## src/nps_pkg.sv

```systemverilog
// shared types, constants and helpers of the priority scheduler
`timescale 1ns / 1ps

package nps_pkg;

    // job slots
    localparam int MAX_JOBS = 16;
    localparam int SLOT_W   = (MAX_JOBS > 1) ? $clog2(MAX_JOBS) : 1;
    localparam int CNT_W    = $clog2(MAX_JOBS + 1);

    // field widths
    localparam int ARR_W   = 16;
    localparam int BURST_W = 16;
    localparam int PRIO_W  = 8;
    localparam int ID_W    = 4;
    localparam int OVH_W   = 16;
    localparam int TIME_W  = 22;
    localparam int DATA_W  = 32;
    localparam int ADDR_W  = 3;

    localparam logic [TIME_W-1:0] TIME_MAX = {TIME_W{1'b1}};

    // register indexes, taken from paddr[2]
    localparam logic REG_DESCENDING = 1'b0;
    localparam logic REG_OVERHEAD   = 1'b1;

    typedef struct packed {
        logic [ARR_W-1:0]   arrival;
        logic [BURST_W-1:0] burst;
        logic [PRIO_W-1:0]  prio;
        logic [ID_W-1:0]    id;
    } slot_t;

    typedef enum logic [3:0] {
        ST_IDLE,
        ST_SCAN,
        ST_SWAP,
        ST_ADD1,
        ST_ADD2,
        ST_SUB1,
        ST_SUB2,
        ST_SUB3,
        ST_OUT
    } state_t;

    typedef enum logic {
        ALU_ADD_SAT,
        ALU_SUB_CLAMP
    } alu_op_t;

    typedef struct packed {
        alu_op_t           op;
        logic [TIME_W-1:0] a;
        logic [TIME_W-1:0] b;
    } alu_req_t;

    // true when priority c beats the best value b so far
    function automatic logic prio_better(input logic desc, input logic [PRIO_W-1:0] c,
                                         input logic [PRIO_W-1:0] b);
        return desc ? (c > b) : (c < b);
    endfunction

endpackage

```

## src/nps_alu.sv

```systemverilog
// shared time unit: saturating add and clamped subtract
`timescale 1ns / 1ps

module nps_alu (
    input  nps_pkg::alu_req_t          req,
    output logic [nps_pkg::TIME_W-1:0] y
);

    logic [nps_pkg::TIME_W:0] sum;

    assign sum = {1'b0, req.a} + {1'b0, req.b};

    always_comb
    begin
        unique case (req.op)
            nps_pkg::ALU_ADD_SAT:
            begin
                y = sum[nps_pkg::TIME_W] ? nps_pkg::TIME_MAX : sum[nps_pkg::TIME_W-1:0];
            end
            nps_pkg::ALU_SUB_CLAMP:
            begin
                y = (req.a > req.b) ? (req.a - req.b) : '0;
            end
            default:
            begin
                y = '0;
            end
        endcase
    end

endmodule

```

## src/nonpreemptive_priority_scheduler_top.sv

```systemverilog
// top level of the non-preemptive priority scheduler
`timescale 1ns / 1ps

// channel   | direction | handshake        | beat contents
// ----------+-----------+------------------+-----------------------------------------------
// job in    | in        | in_valid/ready   | arrival, burst, priority_req, last
// result    | out       | out_valid/ready  | job_id, finish_time, completion_time,
//           |           |                  | turnaround, waiting, final_res
// config    | in        | apb, pready = 1  | 0x0 descending, 0x4 overhead
//
// loading accepts one job beat per cycle while idle; jobs beyond MAX_JOBS are dropped
// after the beat with last set, each result takes a slot ram scan over the jobs left,
// a swap, five passes through the shared time unit and the output state
// in_ready is low from the last beat until the final result enters the output
// register; that register holds a result under back-pressure and stalls the pick
// reset clears the counters, clock and configuration; slot ram needs no clearing

module nonpreemptive_priority_scheduler_top (
    input  logic                          clk,
    input  logic                          rst_n,

    input  logic                          in_valid,
    output logic                          in_ready,
    input  logic [nps_pkg::ARR_W-1:0]     arrival,
    input  logic [nps_pkg::BURST_W-1:0]   burst,
    input  logic [nps_pkg::PRIO_W-1:0]    priority_req,
    input  logic                          last,

    output logic                          out_valid,
    input  logic                          out_ready,
    output logic [nps_pkg::ID_W-1:0]      job_id,
    output logic [nps_pkg::TIME_W-1:0]    finish_time,
    output logic [nps_pkg::TIME_W-1:0]    completion_time,
    output logic [nps_pkg::TIME_W-1:0]    turnaround,
    output logic [nps_pkg::TIME_W-1:0]    waiting,
    output logic                          final_res,

    input  logic                          psel,
    input  logic                          penable,
    input  logic                          pwrite,
    input  logic [nps_pkg::ADDR_W-1:0]    paddr,
    input  logic [nps_pkg::DATA_W-1:0]    pwdata,
    output logic [nps_pkg::DATA_W-1:0]    prdata,
    output logic                          pready
);

    // configuration registers
    logic                       desc_reg;
    logic [nps_pkg::OVH_W-1:0]  ovh_reg;
    logic                       cfg_wr;

    // control state
    nps_pkg::state_t            state_reg, state_next;
    logic [nps_pkg::CNT_W-1:0]  job_count_reg, job_count_next;
    logic [nps_pkg::CNT_W-1:0]  np_reg, np_next;        // next run position
    logic [nps_pkg::TIME_W-1:0] cur_reg, cur_next;      // schedule clock
    logic [nps_pkg::CNT_W-1:0]  issue_reg, issue_next;  // scan read pointer
    logic                       rd_vld_reg, rd_vld_next;
    logic                       fa_reg, fa_next;        // an arrived job seen
    logic                       fe_reg, fe_next;        // any job seen
    logic                       out_valid_reg, out_valid_next;

    // scan payload
    logic [nps_pkg::SLOT_W-1:0] rd_idx_reg, rd_idx_next;
    nps_pkg::slot_t             head_reg, head_next;
    nps_pkg::slot_t             cand_a_reg, cand_a_next;
    logic [nps_pkg::SLOT_W-1:0] cand_a_idx_reg, cand_a_idx_next;
    nps_pkg::slot_t             cand_e_reg, cand_e_next;
    logic [nps_pkg::SLOT_W-1:0] cand_e_idx_reg, cand_e_idx_next;
    nps_pkg::slot_t             pick_reg, pick_next;
    logic [nps_pkg::TIME_W-1:0] start_reg, start_next;
    logic [nps_pkg::TIME_W-1:0] fin_reg, fin_next;
    logic [nps_pkg::TIME_W-1:0] comp_reg, comp_next;
    logic [nps_pkg::TIME_W-1:0] tat_reg, tat_next;
    logic [nps_pkg::TIME_W-1:0] wait_reg, wait_next;

    // output register payload
    logic                       out_load;
    logic                       out_final;
    logic [nps_pkg::ID_W-1:0]   job_id_reg;
    logic [nps_pkg::TIME_W-1:0] finish_reg;
    logic [nps_pkg::TIME_W-1:0] completion_reg;
    logic [nps_pkg::TIME_W-1:0] turnaround_reg;
    logic [nps_pkg::TIME_W-1:0] waiting_reg;
    logic                       final_reg;

    // slot ram, one write and one registered read port
    nps_pkg::slot_t             slot_mem [nps_pkg::MAX_JOBS];
    logic                       wr_en;
    logic [nps_pkg::SLOT_W-1:0] wr_addr;
    nps_pkg::slot_t             wr_data;
    logic [nps_pkg::SLOT_W-1:0] rd_addr;
    nps_pkg::slot_t             rd_data_reg;

    // shared time unit
    nps_pkg::alu_req_t          alu_req;
    logic [nps_pkg::TIME_W-1:0] alu_y;

    nps_pkg::slot_t             in_slot;
    logic                       arrived;
    logic                       e_better;

    nps_alu u_alu (
        .req (alu_req),
        .y   (alu_y)
    );

    // ---------------- apb configuration ----------------
    assign pready = 1'b1;
    assign cfg_wr = psel & penable & pwrite;

    always_comb
    begin
        unique case (paddr[2])
            nps_pkg::REG_DESCENDING: prdata = {{(nps_pkg::DATA_W-1){1'b0}}, desc_reg};
            nps_pkg::REG_OVERHEAD:   prdata = {{(nps_pkg::DATA_W-nps_pkg::OVH_W){1'b0}}, ovh_reg};
            default:                 prdata = '0;
        endcase
    end

    always_ff @(posedge clk or negedge rst_n)
    begin
        if (!rst_n)
        begin
            desc_reg <= 1'b0;
            ovh_reg  <= '0;
        end
        else if (cfg_wr)
        begin
            unique case (paddr[2])
                nps_pkg::REG_DESCENDING: desc_reg <= pwdata[0];
                nps_pkg::REG_OVERHEAD:   ovh_reg  <= pwdata[nps_pkg::OVH_W-1:0];
                default:                 desc_reg <= desc_reg;
            endcase
        end
    end

    // ---------------- slot ram ----------------
    always_ff @(posedge clk)
    begin
        if (wr_en)
        begin
            slot_mem[wr_addr] <= wr_data;
        end
        rd_data_reg <= slot_mem[rd_addr];
    end

    // ---------------- sequencer ----------------
    assign in_ready = (state_reg == nps_pkg::ST_IDLE);

    always_comb
    begin
        in_slot.arrival = arrival;
        in_slot.burst   = burst;
        in_slot.prio    = priority_req;
        in_slot.id      = nps_pkg::ID_W'(job_count_reg);

        // scan compares on the beat coming out of the ram
        arrived  = (nps_pkg::TIME_W'(rd_data_reg.arrival) <= cur_reg);
        e_better = (rd_data_reg.arrival < cand_e_reg.arrival) ||
                   ((rd_data_reg.arrival == cand_e_reg.arrival) &&
                    nps_pkg::prio_better(desc_reg, rd_data_reg.prio, cand_e_reg.prio));
    end

    always_comb
    begin
        state_next      = state_reg;
        job_count_next  = job_count_reg;
        np_next         = np_reg;
        cur_next        = cur_reg;
        issue_next      = issue_reg;
        rd_vld_next     = rd_vld_reg;
        fa_next         = fa_reg;
        fe_next         = fe_reg;
        out_valid_next  = out_valid_reg;
        rd_idx_next     = rd_idx_reg;
        head_next       = head_reg;
        cand_a_next     = cand_a_reg;
        cand_a_idx_next = cand_a_idx_reg;
        cand_e_next     = cand_e_reg;
        cand_e_idx_next = cand_e_idx_reg;
        pick_next       = pick_reg;
        start_next      = start_reg;
        fin_next        = fin_reg;
        comp_next       = comp_reg;
        tat_next        = tat_reg;
        wait_next       = wait_reg;

        wr_en     = 1'b0;
        wr_addr   = job_count_reg[nps_pkg::SLOT_W-1:0];
        wr_data   = in_slot;
        rd_addr   = issue_reg[nps_pkg::SLOT_W-1:0];
        out_load  = 1'b0;
        out_final = 1'b0;

        alu_req.op = nps_pkg::ALU_ADD_SAT;
        alu_req.a  = start_reg;
        alu_req.b  = nps_pkg::TIME_W'(pick_reg.burst);

        if (out_ready)
        begin
            out_valid_next = 1'b0;
        end

        unique case (state_reg)
            nps_pkg::ST_IDLE:
            begin
                if (in_valid)
                begin
                    // full slots drop the beat but still honor last
                    if (job_count_reg < nps_pkg::CNT_W'(nps_pkg::MAX_JOBS))
                    begin
                        wr_en          = 1'b1;
                        job_count_next = job_count_reg + nps_pkg::CNT_W'(1);
                    end
                    if (last)
                    begin
                        np_next     = '0;
                        cur_next    = '0;
                        issue_next  = '0;
                        rd_vld_next = 1'b0;
                        fa_next     = 1'b0;
                        fe_next     = 1'b0;
                        state_next  = nps_pkg::ST_SCAN;
                    end
                end
            end

            nps_pkg::ST_SCAN:
            begin
                if (issue_reg < job_count_reg)
                begin
                    issue_next  = issue_reg + nps_pkg::CNT_W'(1);
                    rd_vld_next = 1'b1;
                    rd_idx_next = issue_reg[nps_pkg::SLOT_W-1:0];
                end
                else
                begin
                    rd_vld_next = 1'b0;
                end

                if (rd_vld_reg)
                begin
                    // first slot read is the run position itself
                    if (!fe_reg || e_better)
                    begin
                        cand_e_next     = rd_data_reg;
                        cand_e_idx_next = rd_idx_reg;
                    end
                    if (!fe_reg)
                    begin
                        head_next = rd_data_reg;
                        fe_next   = 1'b1;
                    end
                    if (arrived && (!fa_reg ||
                        nps_pkg::prio_better(desc_reg, rd_data_reg.prio, cand_a_reg.prio)))
                    begin
                        cand_a_next     = rd_data_reg;
                        cand_a_idx_next = rd_idx_reg;
                        fa_next         = 1'b1;
                    end
                end

                if ((issue_reg == job_count_reg) && !rd_vld_reg)
                begin
                    state_next = nps_pkg::ST_SWAP;
                end
            end

            nps_pkg::ST_SWAP:
            begin
                // head goes where the pick was; the run position is never read again
                wr_en   = 1'b1;
                wr_data = head_reg;
                if (fa_reg)
                begin
                    wr_addr    = cand_a_idx_reg;
                    pick_next  = cand_a_reg;
                    start_next = cur_reg;
                end
                else
                begin
                    // idle gap: the job starts at its own arrival
                    wr_addr    = cand_e_idx_reg;
                    pick_next  = cand_e_reg;
                    start_next = nps_pkg::TIME_W'(cand_e_reg.arrival);
                end
                state_next = nps_pkg::ST_ADD1;
            end

            nps_pkg::ST_ADD1:
            begin
                fin_next   = alu_y;
                state_next = nps_pkg::ST_ADD2;
            end

            nps_pkg::ST_ADD2:
            begin
                alu_req.a  = fin_reg;
                alu_req.b  = nps_pkg::TIME_W'(ovh_reg);
                fin_next   = alu_y;
                cur_next   = alu_y;
                state_next = nps_pkg::ST_SUB1;
            end

            nps_pkg::ST_SUB1:
            begin
                alu_req.op = nps_pkg::ALU_SUB_CLAMP;
                alu_req.a  = fin_reg;
                alu_req.b  = nps_pkg::TIME_W'(ovh_reg);
                comp_next  = alu_y;
                state_next = nps_pkg::ST_SUB2;
            end

            nps_pkg::ST_SUB2:
            begin
                alu_req.op = nps_pkg::ALU_SUB_CLAMP;
                alu_req.a  = comp_reg;
                alu_req.b  = nps_pkg::TIME_W'(pick_reg.arrival);
                tat_next   = alu_y;
                state_next = nps_pkg::ST_SUB3;
            end

            nps_pkg::ST_SUB3:
            begin
                alu_req.op = nps_pkg::ALU_SUB_CLAMP;
                alu_req.a  = tat_reg;
                alu_req.b  = nps_pkg::TIME_W'(pick_reg.burst);
                wait_next  = alu_y;
                state_next = nps_pkg::ST_OUT;
            end

            nps_pkg::ST_OUT:
            begin
                if (!out_valid_reg || out_ready)
                begin
                    out_load       = 1'b1;
                    out_final      = ((np_reg + nps_pkg::CNT_W'(1)) == job_count_reg);
                    out_valid_next = 1'b1;
                    np_next        = np_reg + nps_pkg::CNT_W'(1);
                    if (out_final)
                    begin
                        job_count_next = '0;
                        np_next        = '0;
                        cur_next       = '0;
                        state_next     = nps_pkg::ST_IDLE;
                    end
                    else
                    begin
                        issue_next  = np_reg + nps_pkg::CNT_W'(1);
                        rd_vld_next = 1'b0;
                        fa_next     = 1'b0;
                        fe_next     = 1'b0;
                        state_next  = nps_pkg::ST_SCAN;
                    end
                end
            end

            default:
            begin
                state_next = nps_pkg::ST_IDLE;
            end
        endcase
    end

    always_ff @(posedge clk or negedge rst_n)
    begin
        if (!rst_n)
        begin
            state_reg     <= nps_pkg::ST_IDLE;
            job_count_reg <= '0;
            np_reg        <= '0;
            cur_reg       <= '0;
            issue_reg     <= '0;
            rd_vld_reg    <= 1'b0;
            fa_reg        <= 1'b0;
            fe_reg        <= 1'b0;
            out_valid_reg <= 1'b0;
        end
        else
        begin
            state_reg     <= state_next;
            job_count_reg <= job_count_next;
            np_reg        <= np_next;
            cur_reg       <= cur_next;
            issue_reg     <= issue_next;
            rd_vld_reg    <= rd_vld_next;
            fa_reg        <= fa_next;
            fe_reg        <= fe_next;
            out_valid_reg <= out_valid_next;
        end
    end

    always_ff @(posedge clk)
    begin
        rd_idx_reg     <= rd_idx_next;
        head_reg       <= head_next;
        cand_a_reg     <= cand_a_next;
        cand_a_idx_reg <= cand_a_idx_next;
        cand_e_reg     <= cand_e_next;
        cand_e_idx_reg <= cand_e_idx_next;
        pick_reg       <= pick_next;
        start_reg      <= start_next;
        fin_reg        <= fin_next;
        comp_reg       <= comp_next;
        tat_reg        <= tat_next;
        wait_reg       <= wait_next;
        if (out_load)
        begin
            job_id_reg     <= pick_reg.id;
            finish_reg     <= fin_reg;
            completion_reg <= comp_reg;
            turnaround_reg <= tat_reg;
            waiting_reg    <= wait_reg;
            final_reg      <= out_final;
        end
    end

    // ---------------- result beat ----------------
    assign out_valid       = out_valid_reg;
    assign job_id          = job_id_reg;
    assign finish_time     = finish_reg;
    assign completion_time = completion_reg;
    assign turnaround      = turnaround_reg;
    assign waiting         = waiting_reg;
    assign final_res       = final_reg;

    // ---------------- assertions ----------------
    // while scheduling, a job is always left to place
    assert property (@(posedge clk) disable iff (!rst_n)
        (state_reg != nps_pkg::ST_IDLE) |-> (np_reg < job_count_reg))
    else $error("run position reached job count while scheduling");

    // slot count never passes the slot capacity
    assert property (@(posedge clk) disable iff (!rst_n)
        job_count_reg <= nps_pkg::CNT_W'(nps_pkg::MAX_JOBS))
    else $error("job count beyond slot capacity");

    // the final result hands the block back to loading
    assert property (@(posedge clk) disable iff (!rst_n)
        (out_load && out_final) |=> (in_ready && (job_count_reg == '0)))
    else $error("block not idle after final result");

    // overhead only ever lowers the completion time
    assert property (@(posedge clk) disable iff (!rst_n)
        out_valid |-> (completion_time <= finish_time))
    else $error("completion time above finish time");

endmodule
```

## config.mk

```make
export PLATFORM = sky130hd
export DESIGN_NAME = nonpreemptive_priority_scheduler_top
export DESIGN_NICKNAME = d
export VERILOG_FILES = /design/src/nps_pkg.sv /design/src/nps_alu.sv /design/src/nonpreemptive_priority_scheduler_top.sv
export SDC_FILE = /design/constraint.sdc
export NUM_CORES = 1
export LEC_CHECK = 0
export BUFFER_PORTS_ARGS = -buffer_cell sky130_fd_sc_hd__buf_2
export CORE_AREA = 2 2 299 301
export CTS_CLUSTER_SIZE = 40
export DETAILED_ROUTE_END_ITERATION = 12
export DIE_AREA = 0 0 301 303
export PLACE_DENSITY_LB_ADDON = 0.1
export SYNTH_ARGS = -nofsm -noshare
export SYNTH_HDL_FRONTEND = slang
export SYNTH_SLANG_ARGS = --single-unit
```

## constraint.sdc

```tcl
create_clock -name clk -period 4.95 [get_ports clk]
set_input_delay 0.2475 -clock clk [delete_from_list [all_inputs] [get_ports clk]]
set_output_delay 0.2475 -clock clk [all_outputs]
set_load 0.03 [all_outputs]
```

# Word level (Yosys, flattened, before mapping)
# Memories as Yosys holds them, arrays and structs flattened. A register that Yosys moved wholly into a read port is not among the register bits.
# Index checks and enable logic that the tools add are counted.
# op_classes
eq_ne	21
n_mux	59
shifts	0
add_sub_neg	5
n_div	0
n_bitwise	5
magnitude_cmp	9
n_reduce_logical	33
n_mul	0
# op_table
op	n
$mux W22	6
$pmux W44 S3	1
$mux W44	2
$pmux W22 S3	1
$pmux W32 S2	1
$mux W5	11
$pmux W22 S2	1
$pmux W4 S9	1
$mux W4	6
$add A22 B22 Y23	1
$gt A22 B22 Y1	1
$le A16 B22 Y1	1
$sub A22 B22 Y22	1
$mux W1	21
$pmux W5 S2	2
$eq A16 B16 Y1	1
$eq A4 B3 Y1 const B	4
$gt A8 B8 Y1	2
$lt A16 B16 Y1	1
$lt A8 B8 Y1	2
$mux W16	1
$ne A2 B2 Y1 const B	8
$add A5 B1 Y5 const B	3
$pmux W5 S3	1
other kinds (25)	52
# word_totals
input_bits	83
reg_bits	445
mem_bits_rw	704
output_inout_bits	128
memories	1
latchBits	0
rom_bits	0
# mem_list
name	words	width	rd	rd_ports_with_merged_regs	write_ports	line_no	source
slot_mem	16	44	1	1	1	nonpreemptive_priority_scheduler_top.sv:88	nps_pkg::slot_t slot_mem [nps_pkg::MAX_JOBS];

# Logic depth before layout (Yosys ltp)
# logic_depth
depth_word	7
depth_mapped	21
mapped_depth_nobuf	17

# Cells and area by module
# Synthesis repeated with hierarchy kept, for this count alone.
# hier_totals
hier_cells	2775
area_unflattened_um2	48371.4
# by_module_without_submodules
mod	area_per_inst_um2	cells_each	instances	seq_area_each_um2
nonpreemptive_priority_scheduler_top	45648.8	2361	1	35073.6
nps_alu	2722.6	414	1	0.0

# Least setup slack after synthesis
# No wires, ideal clock.
# synth_timing
path_type	flip-flop to flip-flop
from	register cand_e_reg[37] (netlist bit)
to	register cand_e_idx_reg[0] (netlist bit), enable pin
setup_ns	0.482
required_time_ns	4.468
n_path_buf	0
setup_slack_ns	0.150
path_stages_with_launch	13
arrival_ns	4.317
cell_sequence	edfxtp_1 inv_1 ha_1 a21o_1 a21oi_1 nor2b_1 o21ai_0 nand2b_1 a21oi_1 nor2_1 a211oi_1 o21ai_0 a31oi_1
# synth_via
elab_chain_len	5
elab_cells_between_ends	6
cone_classes	order compare: 1; eq/ne: 1; reduce/logical: 4
# synth_lines
element	line_no	source
start, declared	nonpreemptive_priority_scheduler_top.sv:68	nps_pkg::slot_t cand_e_reg, cand_e_next;
start signal, assigned	nonpreemptive_priority_scheduler_top.sv:400	cand_e_reg <= cand_e_next;
branches (longest 2 deep; another with $lt A16 B16 Y1)	--	
$logic_or A1 B1 Y1 *	nonpreemptive_priority_scheduler_top.sv:160	e_better = (rd_data_reg.arrival < cand_e_reg.arrival) ||
$logic_or A1 B1 Y1 *	nonpreemptive_priority_scheduler_top.sv:245	if (!fe_reg || e_better)
$reduce_and A3 Y1 (no source line) *	--	
end signal, assigned	nonpreemptive_priority_scheduler_top.sv:401	cand_e_idx_reg <= cand_e_idx_next;
end, declared	nonpreemptive_priority_scheduler_top.sv:69	logic [nps_pkg::SLOT_W-1:0] cand_e_idx_reg, cand_e_idx_next;
# Mark *: on every way between the ends.
# A chain may end at the register's enable or synchronous reset.

# Worst setup path in the final report
# layout_timing
from	register state_reg[3]
to	register tat_reg[17] (netlist bit) (data pin)
# layout_via
elab_chain_len	6
elab_cells_between_ends	15
cone_classes	add/sub: 2; order compare: 1; eq/ne: 4; mux: 5; bitwise: 1; reduce/logical: 2
# layout_lines
element	line_no	source
start, declared	nonpreemptive_priority_scheduler_top.sv:53	nps_pkg::state_t state_reg, state_next;
start signal, assigned	nonpreemptive_priority_scheduler_top.sv:370	state_reg <= nps_pkg::ST_IDLE;
start signal, assigned	nonpreemptive_priority_scheduler_top.sv:382	state_reg <= state_next;
$eq A4 B3 Y1	nonpreemptive_priority_scheduler_top.sv:205	unique case (state_reg)
$reduce_or A2 Y1 (no source line)	--	
$pmux W44 S3	nonpreemptive_priority_scheduler_top.sv:205	
$sub A22 B22 Y22, or another cell as far along	nps_alu.sv:22	y = (req.a > req.b) ? (req.a - req.b) : '0;
$mux W22 (on tied branches)	nps_alu.sv:22, nps_alu.sv:18	
$pmux W22 S2 *	nps_alu.sv:15	unique case (req.op)
via alu_y (one bit)	nonpreemptive_priority_scheduler_top.sv:97	logic [nps_pkg::TIME_W-1:0] alu_y;
end signal, assigned	nonpreemptive_priority_scheduler_top.sv:406	tat_reg <= tat_next;
end, declared	nonpreemptive_priority_scheduler_top.sv:74	logic [nps_pkg::TIME_W-1:0] tat_reg, tat_next;
# The timed path passes the listed nets; every way through them passes the cells marked *.

==> flow_summary_export.csv <==
group,metric,value,unit
worst_setup_path,rr_endpoint,"tat_reg[17]",
global_route,grt_pass1_wl,174500,µm
worst_setup_path,critPathBufInv,3,
synth,yosysUniqueCellTypes,79,
worst_setup_path,cp-start-kind,"flip-flop",
die,fp-row-count,109,
die,start_util,0.5465,
finish,fill_cells,6402,
finish,largest_reg_flops,704,
place,dp_hpwl,70450,µm
status,run_status,"completed",
timing,setup_tns,0,ps
worst_setup_path,crit_top_cell,"nor2_1",
worst_setup_path,startpoint,"state_reg[3]",
synth,synth_cells,3012,
synth,yosys.area.top_type,"edfxtp_1",
synth,synth-edff-count,1087,
finish,antenna_cells,0,
worst_setup_path,slowest_stage,"a2111oi_0",
worst_hold_path,hp-class,"primary input to flip-flop",
synth,synth-xor-area-share,0.005465,
worst_setup_path,critPathKind,"flip-flop to flip-flop",
worst_setup_path,cp.required,5510,ps
timing,whs,105.4,ps
place,io_buffers,175,
synth,synth_simple_gate_area_frac,0.05387,
route,firstDrtPassIters,5,
place,gp_congestion,0.9024,
clocking,clock_latency,710,ps
clocking,cts_buffers,116,
worst_setup_path,cp_max_fo,22,
worst_setup_path,critical-path-max-stage-delay,550,ps
clocking,cts_tree,"built",
synth,synthAdderAreaFrac,0.02332,
die,chipHeight,303,µm
finish,fin_nets,3454,
finish,synthToLayoutAreaGrowth,14.19,%
die,ios,211,
synth,synth_warnings,0,
flow_run,drv_cap,0,
worst_setup_path,cp_cell_sequence,"nand2b_2 -> buf_12 -> buf_4 -> nand2_1 -> o21ai_0 -> ha_1 -> a2111oi_0 -> o31ai_1 -> a41oi_1 -> nor2_1 -> nor2_1 -> nor2b_1 -> o21ai_0 -> xnor2_1 -> nor2_1 -> a211oi_1 -> buf_4",
worst_setup_path,cp.depth,17,
worst_setup_path,cp_top_family,"compound AO/OA/AOI/OAI gates",
global_route,overflow,0,
timing,period_needed,4589,ps
die,dieArea,0.09120,mm²
finish,multiInputGateArea,0.01223,mm²
synth,ys_ff_latch,1193,
die,coreArea,0.08797,mm²
power,p_per_area,636.4,mW/mm²
synth,ys.flop_type,"edfxtp_1",
timing,drv_slew,0,
synth,syn-mean-instance-area,15.96,µm²
clocking,cts-root-buf,"clkbuf_16",
synth,ys_seq_area_frac,0.7296,
die,die_w,301,µm
clocking,post_cts_buffers,0,
synth,synthTopCellsByArea,"edfxtp_1 68%, mux4_2 4.1%, mux2i_1 3.2%",
synth,yosys-mux-area-fraction,0.09440,
route,vias_per_cell,5.901,
route,vias,26845,
synth,synth_top_family_by_area,"multiplexers",
worst_setup_path,cp.arrival,5150,ps
route,avgRoutedWirePerCell,26.25,µm
route,routed_wl,119400,µm
timing,grt_setup_unrepaired,"false",
synth,yosysTopAreaCellShare,0.6790,
clocking,cts_buffer_depth,3,
worst_setup_path,reg2reg_slack,360,ps
clocking,ctsHtreeMaxLevel,3,
synth,syn_area,0.04807,mm²
route,detail-route-antenna-nets,0,
global_route,antenna_found_initial,2,
route,drt_iter0_markers,2051,
timing,timing.final.crit_share,0.9271,
synth,yosysMostFrequentCell,"edfxtp_1",
timing,hold_viol,0,
finish,register_area,0.03509,mm²
global_route,grt_start_max_net_pins,125,
clocking,cts_sinks,1193,
timing,fin_skew,30.08,ps
timing,tightest_slew,1141,ps
worst_setup_path,end_kind,"flip-flop",
timing,finalSetupViolations,0,
worst_setup_path,rr_worst_depth,17,
timing,max_freq,217.9,MHz
worst_setup_path,reg2reg_from,"state_reg[3]",
finish,drive_gt1_frac,0.2009,
finish,top_register,"slot_mem",
synth,ys_top_cells_by_count,"1087 x edfxtp_1, 321 x nand2_1, 205 x o21ai_0",
global_route,grt_usage,0.2626,
synth,synth_compound_area_frac,0.07196,
global_route,grt_pass1_vias,27039,
worst_setup_path,worstSetupEndpoint,"tat_reg[17]",
synth,synthArstFlopShare,0.05197,
route,drc,0,
power,p_leak,19.44,nW
timing,slew_headroom,0.2394,
clocking,clk_pin_slew_worst_paths,60,ps
power,peakVddDrop,0.0004312,V
-- power by group --
group / switching [mW] / internal, mW / leakage, nW
clock: 3.67 / 4.68 / 1.77
sequential: 1.03 / 13.7 / 10.9
combinational: 7.36 / 4.47 / 6.75
-- worst reg2reg max path: cells and delay by family, from the launching register on --
| kind | cells | cell delay [ps] |
|---|---|---|
| simple gates | 6 | 1000 |
| flops | 1 | 480 |
| fa+ha+maj | 1 | 350 |
| buf+inv | 3 | 570 |
| compound gates | 6 | 1920 |
| xor+xnor | 1 | 140 |
-- cell families after synthesis --
logic type / after synthesis
adders and majority gates: 89
other: 2
muxes: 332
xor gates and xnor gates: 30
buffers and inverters: 248
DFF: 1193
and+or+nand+nor: 578
AOI/OAI and AO/OA: 540
-- layout by cell type, fill, tap and decap left out, types with 55 or more instances in the layout --
cell type  instances
mux4_2            88
nand2_1          319
mux2_2            87
edfxtp_1        1087
mux2i_1          156
ha_1              88
dfrtp_1           55
nor2_1            72
inv_1             87
a21oi_1          102
buf_4             77
buf_2            175
o21ai_0          204
clkbuf_16        117
-- layout make-up --
class                   count  area share
repair buffers            296     0.03925
clock inverters            46    0.006541
multi-input cells        1586      0.2228
clock buffers             174     0.05960
flip-flops and latches   1193      0.6392
well taps                1165     0.02655
inverters                  89    0.006131
-- stage by stage --
step / setup WS (ps) / instance area, µm² / power, mW / utilization / instances
final: 360.8 / 54900 / 34.93 / 0.6241 / 4549
after global routing: 83.34 / 54900 / 36.66 / 0.6241 / 4549
after CTS: 204.9 / 54890 / 35.13 / 0.6240 / 4549
after detailed placement: 232.1 / 51080 / 26.74 / 0.5806 / 4311
after global placement: 237.3 / 51080 / 26.58 / 0.5806 / 4311
after floorplan: 150.0 / 48130 / 21.99 / - / 3027
-- worst min path at each step --
stage	end	cells after the start	from	slack, ps
CTS	state_reg[0]	5	last	50
finish	state_reg[0]	5	last	110
detailed placement	waiting[2]	0	wait_reg[2]	410
global route	job_count_reg[0]	4	in_valid	100
global placement	waiting[19]	0	wait_reg[19]	400
floorplan	cur_reg[0]	0	rst_n	-50
-- per-layer routing --
| metal | track usage | wire (µm) |
|---|---|---|
| met5 | 0 | 0 |
| met4 | 0.07972 | 2842 |
| met3 | 0.03036 | 7039 |
| met1 | 0.3507 | 48680 |
| met2 | 0.4560 | 60850 |
-- repair_timing --
action,CTS,global route
endpoints found under the setup margin,0,5
resized for setup,0,2
hold buffers,18,0
endpoints found under the hold margin,52,0
Power figures use the tool's default switching activity.
